**config.mk**
```make
export PLATFORM = sky130hd
export DESIGN_NAME = adpcm_4bit_encoder_unit
export DESIGN_NICKNAME = d
export VERILOG_FILES = /design/src/rtl/adpcm4_pkg.sv /design/src/rtl/adpcm4_quant.sv /design/src/rtl/adpcm4_mul.sv /design/src/rtl/adpcm_4bit_encoder_unit.sv
export VERILOG_INCLUDE_DIRS = /design/src /design/src/rtl
export SDC_FILE = /design/constraint.sdc
export NUM_CORES = 1
export LEC_CHECK = 0
export BUFFER_PORTS_ARGS = -buffer_cell sky130_fd_sc_hd__buf_2
export CAP_MARGIN = 25
export CORE_MARGIN = 4
export CORE_UTILIZATION = 53
export CTS_CLUSTER_DIAMETER = 60
export DETAILED_ROUTE_END_ITERATION = 8
export GPL_TIMING_DRIVEN = 0
export PLACE_DENSITY_LB_ADDON = 0.15
export SLEW_MARGIN = 20
export SYNTH_ARGS = -nofsm -noshare
export SYNTH_HDL_FRONTEND = slang
export SYNTH_SLANG_ARGS = --single-unit
```
**constraint.sdc**
```tcl
create_clock -name clock -period 5.24 [get_ports clock]
set_input_delay 1.31 -clock clock [delete_from_list [all_inputs] [get_ports clock]]
set_output_delay 1.31 -clock clock [all_outputs]
set_load 0.05 [all_outputs]
```
**src/rtl/adpcm_4bit_encoder_unit_defines.svh**
```systemverilog
// Assertion macros shared by the ADPCM encoder RTL.
// Each expects signals named clock and reset in the including scope.
`ifndef ADPCM_4BIT_ENCODER_UNIT_DEFINES_SVH
`define ADPCM_4BIT_ENCODER_UNIT_DEFINES_SVH
`ifndef SYNTHESIS
// Property that must hold at every clock edge outside reset.
`define ADPCM4_ASSERT(lbl, prop) \
   lbl: assert property (@(posedge clock) disable iff (reset) (prop)) \
      else $error("ADPCM encoder assertion failed");
// Property whose consequent must hold in the cycle after the antecedent.
`define ADPCM4_ASSERT_NEXT(lbl, ante, cons) \
   lbl: assert property (@(posedge clock) disable iff (reset) (ante) |=> (cons)) \
      else $error("ADPCM encoder assertion failed");
`else
`define ADPCM4_ASSERT(lbl, prop)
`define ADPCM4_ASSERT_NEXT(lbl, ante, cons)
`endif
`endif

```
**src/rtl/adpcm4_pkg.sv**
```systemverilog
// Shared types, constants and the step scale table of the ADPCM encoder.
// No dependencies; every RTL module of the encoder imports it.
package adpcm4_pkg;

   localparam int PcmW   = 16;
   localparam int StepW  = 15;
   localparam int MagW   = 16;
   localparam int QW     = 3;
   localparam int NibW   = 4;
   localparam int ByteW  = 8;
   localparam int ScaleW = 8;
   localparam int DeltaW = 16;
   localparam int NstepW = 16;

   localparam logic [StepW-1:0] StepMin = 15'd127;
   localparam logic [StepW-1:0] StepMax = 15'd24576;
   localparam logic [QW-1:0]    CodeMax = 3'd7;

   typedef enum logic [1:0] {
      ST_IDLE,
      ST_QUANT,
      ST_MULT,
      ST_UPDATE
   } enc_state_type;

   // Products of the decoder update, held until the next multiply starts.
   typedef struct packed {
      logic [DeltaW-1:0] delta;      // ((1 + 2m) * step) >> 3
      logic [NstepW-1:0] nstep_raw;  // (scale[m] * step) >> 6, before clamping
   } mul_result_type;

   // Step multiplier table, in 64ths.
   function automatic logic [ScaleW-1:0] step_scale(input logic [QW-1:0] m);
      logic [ScaleW-1:0] s;
      unique case (m)
         3'd4:    s = 8'd77;
         3'd5:    s = 8'd102;
         3'd6:    s = 8'd128;
         3'd7:    s = 8'd153;
         default: s = 8'd57;
      endcase
      return s;
   endfunction

endpackage

```
**src/rtl/adpcm4_quant.sv**
```systemverilog
// Bit-serial quantizer: min(floor(4*mag/step), 7), one quotient bit per cycle.
// Depends on adpcm4_pkg.
module adpcm4_quant (
   input  logic                          clock,
   input  logic                          reset,
   input  logic                          start,
   input  logic [adpcm4_pkg::MagW-1:0]   mag,
   input  logic [adpcm4_pkg::StepW-1:0]  step,
   output logic                          done,
   output logic [adpcm4_pkg::QW-1:0]     q
);
   import adpcm4_pkg::*;

   localparam int RemW = MagW + 2;

   logic            busy_ff, busy_in;
   logic            done_ff, done_in;
   logic [1:0]      cnt_ff, cnt_in;
   logic [RemW-1:0] rem_ff, rem_in;
   logic [RemW-1:0] div_ff, div_in;
   logic [QW-1:0]   q_ff, q_in;
   logic            ge;

   always_comb begin
      ge      = rem_ff >= div_ff;
      busy_in = busy_ff;
      done_in = 1'b0;
      cnt_in  = cnt_ff;
      rem_in  = rem_ff;
      div_in  = div_ff;
      q_in    = q_ff;
      if (start) begin
         busy_in = 1'b1;
         cnt_in  = 2'd0;
         rem_in  = {mag, 2'b00};
         div_in  = {step, 3'b000};
         q_in    = '0;
      end else if (busy_ff) begin
         if (cnt_ff == 2'd0) begin
            // A quotient of eight or more saturates the code.
            if (ge) begin
               q_in    = CodeMax;
               busy_in = 1'b0;
               done_in = 1'b1;
            end else begin
               div_in = div_ff >> 1;
               cnt_in = 2'd1;
            end
         end else begin
            q_in   = {q_ff[QW-2:0], ge};
            div_in = div_ff >> 1;
            if (ge) begin
               rem_in = rem_ff - div_ff;
            end
            if (cnt_ff == 2'd3) begin
               busy_in = 1'b0;
               done_in = 1'b1;
            end else begin
               cnt_in = cnt_ff + 2'd1;
            end
         end
      end
   end

   always_ff @(posedge clock) begin
      if (reset) begin
         busy_ff <= 1'b0;
         done_ff <= 1'b0;
      end else begin
         busy_ff <= busy_in;
         done_ff <= done_in;
      end
      cnt_ff <= cnt_in;
      rem_ff <= rem_in;
      div_ff <= div_in;
      q_ff   <= q_in;
   end

   assign done = done_ff;
   assign q    = q_ff;

endmodule

```
**src/rtl/adpcm4_mul.sv**
```systemverilog
// Bit-serial shift-add multiplier forming the prediction delta and the raw next
// step from the current step and the code magnitude. Depends on adpcm4_pkg.
module adpcm4_mul (
   input  logic                              clock,
   input  logic                              reset,
   input  logic                              start,
   input  logic [adpcm4_pkg::StepW-1:0]      step,
   input  logic [adpcm4_pkg::QW-1:0]         m,
   output logic                              done,
   output adpcm4_pkg::mul_result_type        result
);
   import adpcm4_pkg::*;

   localparam int AccsW = StepW + ScaleW - 1;  // 153 * 24576 fits in 22 bits
   localparam int AccoW = StepW + NibW;        // 15 * 24576 fits in 19 bits
   localparam int OddW  = QW + 1;

   logic             busy_ff, busy_in;
   logic             done_ff, done_in;
   logic [2:0]       cnt_ff, cnt_in;
   logic [AccsW-1:0] mcand_ff, mcand_in;
   logic [ScaleW-1:0] sc_ff, sc_in;
   logic [OddW-1:0]  od_ff, od_in;
   logic [AccsW-1:0] accs_ff, accs_in;
   logic [AccoW-1:0] acco_ff, acco_in;

   always_comb begin
      busy_in  = busy_ff;
      done_in  = 1'b0;
      cnt_in   = cnt_ff;
      mcand_in = mcand_ff;
      sc_in    = sc_ff;
      od_in    = od_ff;
      accs_in  = accs_ff;
      acco_in  = acco_ff;
      if (start) begin
         busy_in  = 1'b1;
         cnt_in   = 3'd0;
         mcand_in = {{(AccsW-StepW){1'b0}}, step};
         sc_in    = step_scale(m);
         od_in    = {m, 1'b1};
         accs_in  = '0;
         acco_in  = '0;
      end else if (busy_ff) begin
         if (sc_ff[0]) begin
            accs_in = accs_ff + mcand_ff;
         end
         if (od_ff[0]) begin
            acco_in = acco_ff + mcand_ff[AccoW-1:0];
         end
         mcand_in = mcand_ff << 1;
         sc_in    = sc_ff >> 1;
         od_in    = od_ff >> 1;
         if (cnt_ff == 3'd7) begin
            busy_in = 1'b0;
            done_in = 1'b1;
         end else begin
            cnt_in = cnt_ff + 3'd1;
         end
      end
   end

   always_ff @(posedge clock) begin
      if (reset) begin
         busy_ff <= 1'b0;
         done_ff <= 1'b0;
      end else begin
         busy_ff <= busy_in;
         done_ff <= done_in;
      end
      cnt_ff   <= cnt_in;
      mcand_ff <= mcand_in;
      sc_ff    <= sc_in;
      od_ff    <= od_in;
      accs_ff  <= accs_in;
      acco_ff  <= acco_in;
   end

   assign done             = done_ff;
   assign result.delta     = acco_ff[AccoW-1:3];
   assign result.nstep_raw = accs_ff[AccsW-1:6];

endmodule

```
**src/rtl/adpcm_4bit_encoder_unit.sv**
```systemverilog
// 4-bit ADPCM-B style encoder top level: handshakes, sequencer, state, packing.
// Depends on adpcm4_pkg, adpcm4_quant, adpcm4_mul and the assertion macro header.
`include "adpcm_4bit_encoder_unit_defines.svh"

// This encoder takes one signed 16-bit PCM sample per transfer on the req_
// channel and emits one byte of two packed 4-bit codes on the rsp_ channel for
// every second sample, the first sample's code in the high nibble. A sample
// transferred with req_tlast high ends the block: its byte goes out at once
// with rsp_tlast high (a lone code is padded with a zero low nibble) and the
// predictor and step size return to their reset values. One sample is worked
// on at a time, from its transfer until the block is ready again: the
// difference is formed at the transfer, the bit-serial quantizer finds the
// code (one quotient bit per cycle, stopping early when the code saturates
// at seven), the code is handed to the multiplier, the shift-add multiplier
// forms the prediction delta and the next step size, the sequencer sees the
// multiplier finish, and the update cycle follows.
// The result byte sits in an output register, so a new sample is taken while
// a byte still waits; only when a finished byte meets an earlier one not yet
// taken does the update cycle wait for rsp_tready.
module adpcm_4bit_encoder_unit (
   input  logic        clock,
   input  logic        reset,
   input  logic        req_tvalid,
   output logic        req_tready,
   input  logic [15:0] req_tdata,   // [15:0] pcm_sample (signed)
   input  logic        req_tlast,   // end_of_block
   output logic        rsp_tvalid,
   input  logic        rsp_tready,
   output logic [7:0]  rsp_tdata,   // [7:0] code_byte
   output logic        rsp_tlast    // final_byte
);
   import adpcm4_pkg::*;

   enc_state_type      state_ff, state_in;
   logic signed [PcmW-1:0] pred_ff, pred_in;
   logic [StepW-1:0]   step_ff, step_in;
   logic [NibW-1:0]    hi_nib_ff, hi_nib_in;
   logic               phase_ff, phase_in;
   logic               sign_ff, sign_in;
   logic               last_ff, last_in;
   logic [NibW-1:0]    code_ff, code_in;
   logic               rsp_valid_ff, rsp_valid_in;
   logic [ByteW-1:0]   rsp_data_ff, rsp_data_in;
   logic               rsp_last_ff, rsp_last_in;

   logic               accept;
   logic [PcmW-1:0]    masked;
   logic signed [PcmW:0] diff;
   logic [PcmW:0]      mag_full;
   logic [MagW-1:0]    mag;
   logic               q_done;
   logic [QW-1:0]      q_val;
   logic               mul_start;
   logic               mul_done;
   mul_result_type     mul_res;
   logic               produce;
   logic               commit;
   logic signed [PcmW+1:0] pred_sum;
   logic signed [PcmW-1:0] pred_sat;
   logic [StepW-1:0]   step_next;

   // Difference of the masked sample and the prediction, taken at the transfer.
   always_comb begin
      masked   = {req_tdata[PcmW-1:3], 3'b000};
      diff     = $signed({masked[PcmW-1], masked}) - $signed({pred_ff[PcmW-1], pred_ff});
      mag_full = diff[PcmW] ? ((PcmW+1)'(0) - diff) : diff;
      mag      = mag_full[MagW-1:0];
   end

   adpcm4_quant u_quant (
      .clock (clock),
      .reset (reset),
      .start (accept),
      .mag   (mag),
      .step  (step_ff),
      .done  (q_done),
      .q     (q_val)
   );

   adpcm4_mul u_mul (
      .clock  (clock),
      .reset  (reset),
      .start  (mul_start),
      .step   (step_ff),
      .m      (q_val),
      .done   (mul_done),
      .result (mul_res)
   );

   // Prediction update with 16-bit saturation and the clamped next step.
   always_comb begin
      if (code_ff[NibW-1]) begin
         pred_sum = $signed({{2{pred_ff[PcmW-1]}}, pred_ff}) - $signed({2'b00, mul_res.delta});
      end else begin
         pred_sum = $signed({{2{pred_ff[PcmW-1]}}, pred_ff}) + $signed({2'b00, mul_res.delta});
      end
      priority if (pred_sum > $signed(18'sd32767)) begin
         pred_sat = 16'sh7FFF;
      end else if (pred_sum < $signed(-18'sd32768)) begin
         pred_sat = 16'sh8000;
      end else begin
         pred_sat = pred_sum[PcmW-1:0];
      end
      priority if (mul_res.nstep_raw < NstepW'(StepMin)) begin
         step_next = StepMin;
      end else if (mul_res.nstep_raw > NstepW'(StepMax)) begin
         step_next = StepMax;
      end else begin
         step_next = mul_res.nstep_raw[StepW-1:0];
      end
   end

   // Sequencer: idle, quantize, multiply, update.
   always_comb begin
      state_in     = state_ff;
      pred_in      = pred_ff;
      step_in      = step_ff;
      hi_nib_in    = hi_nib_ff;
      phase_in     = phase_ff;
      sign_in      = sign_ff;
      last_in      = last_ff;
      code_in      = code_ff;
      rsp_data_in  = rsp_data_ff;
      rsp_last_in  = rsp_last_ff;
      req_tready   = 1'b0;
      mul_start    = 1'b0;
      produce      = phase_ff | last_ff;
      commit       = 1'b0;
      unique case (state_ff)
         ST_IDLE: begin
            req_tready = 1'b1;
            if (req_tvalid) begin
               sign_in  = diff[PcmW];
               last_in  = req_tlast;
               state_in = ST_QUANT;
            end
         end
         ST_QUANT: begin
            if (q_done) begin
               code_in   = {sign_ff, q_val};
               mul_start = 1'b1;
               state_in  = ST_MULT;
            end
         end
         ST_MULT: begin
            if (mul_done) begin
               state_in = ST_UPDATE;
            end
         end
         ST_UPDATE: begin
            // A finished byte may not overwrite one that is still waiting.
            if (!(produce && rsp_valid_ff && !rsp_tready)) begin
               commit   = 1'b1;
               state_in = ST_IDLE;
               if (produce) begin
                  rsp_data_in = phase_ff ? {hi_nib_ff, code_ff} : {code_ff, 4'b0000};
                  rsp_last_in = last_ff;
               end
               if (last_ff) begin
                  pred_in   = '0;
                  step_in   = StepMin;
                  hi_nib_in = '0;
                  phase_in  = 1'b0;
               end else begin
                  pred_in   = pred_sat;
                  step_in   = step_next;
                  phase_in  = ~phase_ff;
                  if (!phase_ff) begin
                     hi_nib_in = code_ff;
                  end
               end
            end
         end
         default: begin
            state_in = ST_IDLE;
         end
      endcase
      accept       = req_tvalid & req_tready;
      rsp_valid_in = (rsp_valid_ff & ~rsp_tready) | (commit & produce);
   end

   always_ff @(posedge clock) begin
      if (reset) begin
         state_ff     <= ST_IDLE;
         pred_ff      <= '0;
         step_ff      <= StepMin;
         hi_nib_ff    <= '0;
         phase_ff     <= 1'b0;
         rsp_valid_ff <= 1'b0;
      end else begin
         state_ff     <= state_in;
         pred_ff      <= pred_in;
         step_ff      <= step_in;
         hi_nib_ff    <= hi_nib_in;
         phase_ff     <= phase_in;
         rsp_valid_ff <= rsp_valid_in;
      end
      sign_ff     <= sign_in;
      last_ff     <= last_in;
      code_ff     <= code_in;
      rsp_data_ff <= rsp_data_in;
      rsp_last_ff <= rsp_last_in;
   end

   assign rsp_tvalid = rsp_valid_ff;
   assign rsp_tdata  = rsp_data_ff;
   assign rsp_tlast  = rsp_last_ff;

   // The step size never leaves its clamp range.
   `ADPCM4_ASSERT(a_step_range, step_ff >= StepMin && step_ff <= StepMax)
   // Only one sample is in work: a transfer closes the input side next cycle.
   `ADPCM4_ASSERT_NEXT(a_one_in_flight, accept, !req_tready)
   // A new result byte appears only out of the update cycle.
   `ADPCM4_ASSERT(a_rsp_from_update, !$rose(rsp_tvalid) || $past(state_ff == ST_UPDATE))
   // The quantizer finishes only while the sequencer waits for it.
   `ADPCM4_ASSERT(a_quant_in_step, !q_done || state_ff == ST_QUANT)

endmodule
```
==> summary.txt <==
Outcome
  • Outcome: finished, final reports clean

Placement
  • Input/output buffers: 27
  • RePlAce Congestion: 0.919
  • HPWL Detailed: 22.0 mm
  • Placed insts: 1,665

Floorplanning
  • Rows: 54
  • Die Y: 157 um
  • # IOs: 32
  • Width of the die: 157 um
  • Die footprint: 24,500 um^2
  • Core region area: 21,800 um^2
  • Initial core utilization: 53.8%

Job
  • Number of max-cap violations: 0

Pwr
  • Flop pwr share: 24.4%
  • Internal power: 4.88 mW
  • P per Cell Area: 690 nW/um^2
  • Comb pwr share: 61.6%
  • Peak supply drop: 0.358 mV
  • Psw: 3.93 mW
  • LEAKAGE: 5.33 nW
  • Clock network fraction of design power: 14.0%
  • Switch share: 44.6%

Clocking
  • CTS Hold Bufs: 0
  • CTS tree: yes
  • H-tree depth: 4
  • Clock Sinks: 177
  • Post-CTS Setup Inserts: 0
  • Worst-path clk slew: 0.07 ns
  • Root Driver: clkbuf_16
  • Num CTS Buffers: 17
  • Clk_lat worst skew: 0.43 ns
  • Clk buf depth: 2
  • Gates resized, CTS repair: 0

STA
  • Hold WS: 0.461 ns
  • Setup Skew: 0.0179 ns
  • Worst slew pin tran: 0.998 ns
  • Final Hold Violating Endpoints: 0
  • Post-route setup TNS: 0 ns
  • Final setup violation count: 0
  • Period minus WS final: 4.26 ns
  • Max_slew headroom: 33.5%
  • RSZ-0062 raised after global routing: no
  • Final period util: 81.2%
  • Fmax: 0.235 GHz
  • Pins Over Slew Limit: 0

Finish
  • Fill count: 1,964
  • Layout Cells excl Fill: 1,698
  • Layout overhead on the synthesized area: 9.17%
  • Multi-input gate area: 6930 um^2
  • Storage cell area: 4260 um^2
  • Nets: 1,527
  • Antenna Cells: 0
  • Layout cells sized above 1: 7.33%

Synthesis
  • Ys async rst share: 0%
  • Yosys reg bits: 177
  • Ys flop type: dfxtp_1
  • Cells after Synth: 1,357
  • Ranking of synthesized cells by area: edfxtp_1 (18%), dfxtp_1 (18%), ha_1 (10%)
  • Syn avg cell area: 8.62 um^2
  • Netlist Area Pre-Place: 11,700 um^2
  • Yosys top cell by area: edfxtp_1
  • YS warnings: 0
  • Synth top area share: 18.5%
  • Synth unique cells: 82
  • Number of synthesized flops with an enable pin: 72
  • Syn_nets: 1,479
  • Register area share after synthesis: 36.4%

Setup path
  • Launching point of the worst reg2reg path: code_ff[3]
  • Worst Path Required: 5.60 ns
  • CP Cell Sequence: clkbuf_1 -> clkbuf_1 -> mux2i_1 -> ha_1 -> nor2b_1 -> o211ai_4 -> nand3_1 -> nor3b_2 -> or3_4 -> a21o_1 -> a221oi_1 -> a22oi_2 -> nor3_2 -> buf_6 -> a221o_1
  • Worst reg-to-reg path cell count: 15
  • CP Capture Type: flop
  • CP startpoint kind: flop
  • CP max stage delay: 0.48 ns
  • Critical Path Fanout Max: 10
  • Crit path launch: code_ff[3]
  • Critical path type: flop to flop
  • Most Frequent Cell on Critical Path: clkbuf_1
  • Flop2flop setup slack: 0.98 ns
  • CP max stage cell: clkbuf_1
  • Worst R2R End: pred_ff[7]
  • WP data arrival: 4.62 ns

Route
  • Drt pass-1 iters: 5
  • 1st-iter DRT viols: 605
  • Drt drc: 0
  • Vias: 9,769
  • Routed wire length: 28.8 mm
  • DR vias/cell: 5.75
  • Post-DRT Antenna Nets: 0
  • DR WL/cell: 16.9 um

Global routing
  • Initial antenna violation count: 0
  • Largest net degree at the start of global routing: 27
  • Vias in the first global route: 9,131
  • Gr usage total: 23.6%
  • Overflow after GRT: 0
  • Global-route wire length before repair: 46.5 mm

Min path
  • WHS Endpoint: u_mul.accs_ff[0]
  • Hold Path Class: flop to flop
  • Hold path startpoint: u_mul.accs_ff[0]
  • WHS Path Cells: 2
-- Yosys cell counts, drive strengths merged (9+ instances only) --
library cell,number
a211oi,15
a21o,26
a21oi,104
a221o,15
a22oi,12
a31oi,14
and2,17
and3,13
buf,10
clkbuf,35
dfxtp,105
edfxtp,72
ha,97
inv,86
mux2i,17
nand2,186
nand2b,10
nand3,37
nor2,131
nor2b,17
nor3,30
o21a,23
o21ai,60
o21bai,9
o22ai,16
o31ai,9
or2,9
or3,11
xnor2,68
xor2,27
-- power by group through the flow --
| stage | Clock [mW] | Combinational (mW) | Sequential [mW] |
|---|---|---|---|
| 2_1_floorplan | 0 | 4.43 | 2.06 |
| 3_3_place_gp | 0 | 5.25 | 2.16 |
| 3_5_place_dp | 0 | 5.36 | 2.17 |
| 4_1_cts | 1.25 | 5.41 | 2.14 |
| 5_1_grt | 1.31 | 6.12 | 2.19 |
| 6_report | 1.23 | 5.43 | 2.15 |
-- per-layer routing --
layer | share of wire [%] | up-vias | wire length, um | GRT usage [%]
met2 | 47 | 215 | 13500 | 38.9
met4 | 2.1 | 0 | 602 | 6.78
li1 | - | 4949 | - | -
met1 | 47 | 4566 | 13400 | 32.4
met5 | 0 | - | 0 | 0
met3 | 4.2 | 39 | 1220 | 3.54
-- through the flow --
step           cell area (um^2)  power [mW]  setup slack, ns  util, %
2_1_floorplan             11700        6.50             1.38        -
3_3_place_gp              12200        7.42            0.789     56.0
3_5_place_dp              12200        7.53            0.720     56.1
4_1_cts                   12800        8.81            0.932     58.7
5_1_grt                   12800        9.61            0.604     58.7
6_report                  12800        8.82            0.984     58.7
-- logic make-up after synthesis --
family                   count (synthesis)  share of synthesized area, %
adder cells (fa/ha/maj)                101                          11.1
XOR/XNOR                                95                          7.11
flip-flops                             177                          36.4
buffers and inverters                  131                          4.38
AND/OR/NAND/NOR                        487                          19.4
AO/OA/AOI/OAI                          344                          19.7
multiplexers                            22                          1.93
-- cell type report --
type | instances | area share (%)
clock buffer | 17 | 3.33
inverter | 86 | 2.53
timing repair buffer | 29 | 1.24
sequential | 177 | 33.4
tap | 280 | 2.74
buffer | 45 | 1.49
multi-input combinational | 1049 | 54.3
clock inverter | 15 | 1.04
-- how the worst max path moves through the flow --
stage	slack, ns	to	cells after the start
after global placement	0.79	u_quant.rem_ff[17]	12
after global routing	0.60	pred_ff[9]	15
after detailed placement	0.72	u_quant.rem_ff[4]	13
final	0.98	pred_ff[7]	15
after CTS	0.93	pred_ff[7]	15
after floorplan	1.38	u_quant.rem_ff[17]	11
-- sequential cells by signal (all words and copies together) (netlist names), 2 cells and up --
register and cells:
hi_nib_ff 4, u_mul.mcand_ff 22, code_ff 4, u_mul.od_ff 4
u_quant.rem_ff 18, step_ff 15, u_quant.cnt_ff 2, u_mul.accs_ff 22
u_quant.div_ff 18, rsp_tdata 8, u_mul.cnt_ff 3, u_mul.acco_ff 19
pred_ff 16, u_mul.sc_ff 8, state_ff 2, u_quant.q 3
-- cells in the final DEF, fill, tap and decap left out, types with 6 or more instances in the layout --
master       n
a21o_1      26
o22ai_1     14
nor2_1     131
o21a_1      23
nor3_1      29
or2_2        8
xnor2_1     68
buf_2       29
o31ai_1      9
and3_1      13
edfxtp_1    72
dfxtp_1    105
ha_1        97
clkbuf_16   17
xor2_1      27
o21ai_0     50
nand2b_1     8
o21bai_1     9
nor2b_1     17
clkbuf_1    35
nand3_1     36
and2_1      15
o21ai_1      8
a211oi_1    15
inv_1       86
a22oi_1     11
a31oi_1     14
a221o_1     15
nand2_1    185
or3_1        6
a21oi_1    104
mux2i_1     17
-- worst max-delay path: cells and delay by family (launching register included) --
family          cells  cell delay [ns]
flops               1             0.35
buf+inv             3             1.04
simple gates        5             1.18
fa+ha+maj           1             0.28
mux                 1             0.37
compound gates      5             0.98
Power figures use the tool's default switching activity.
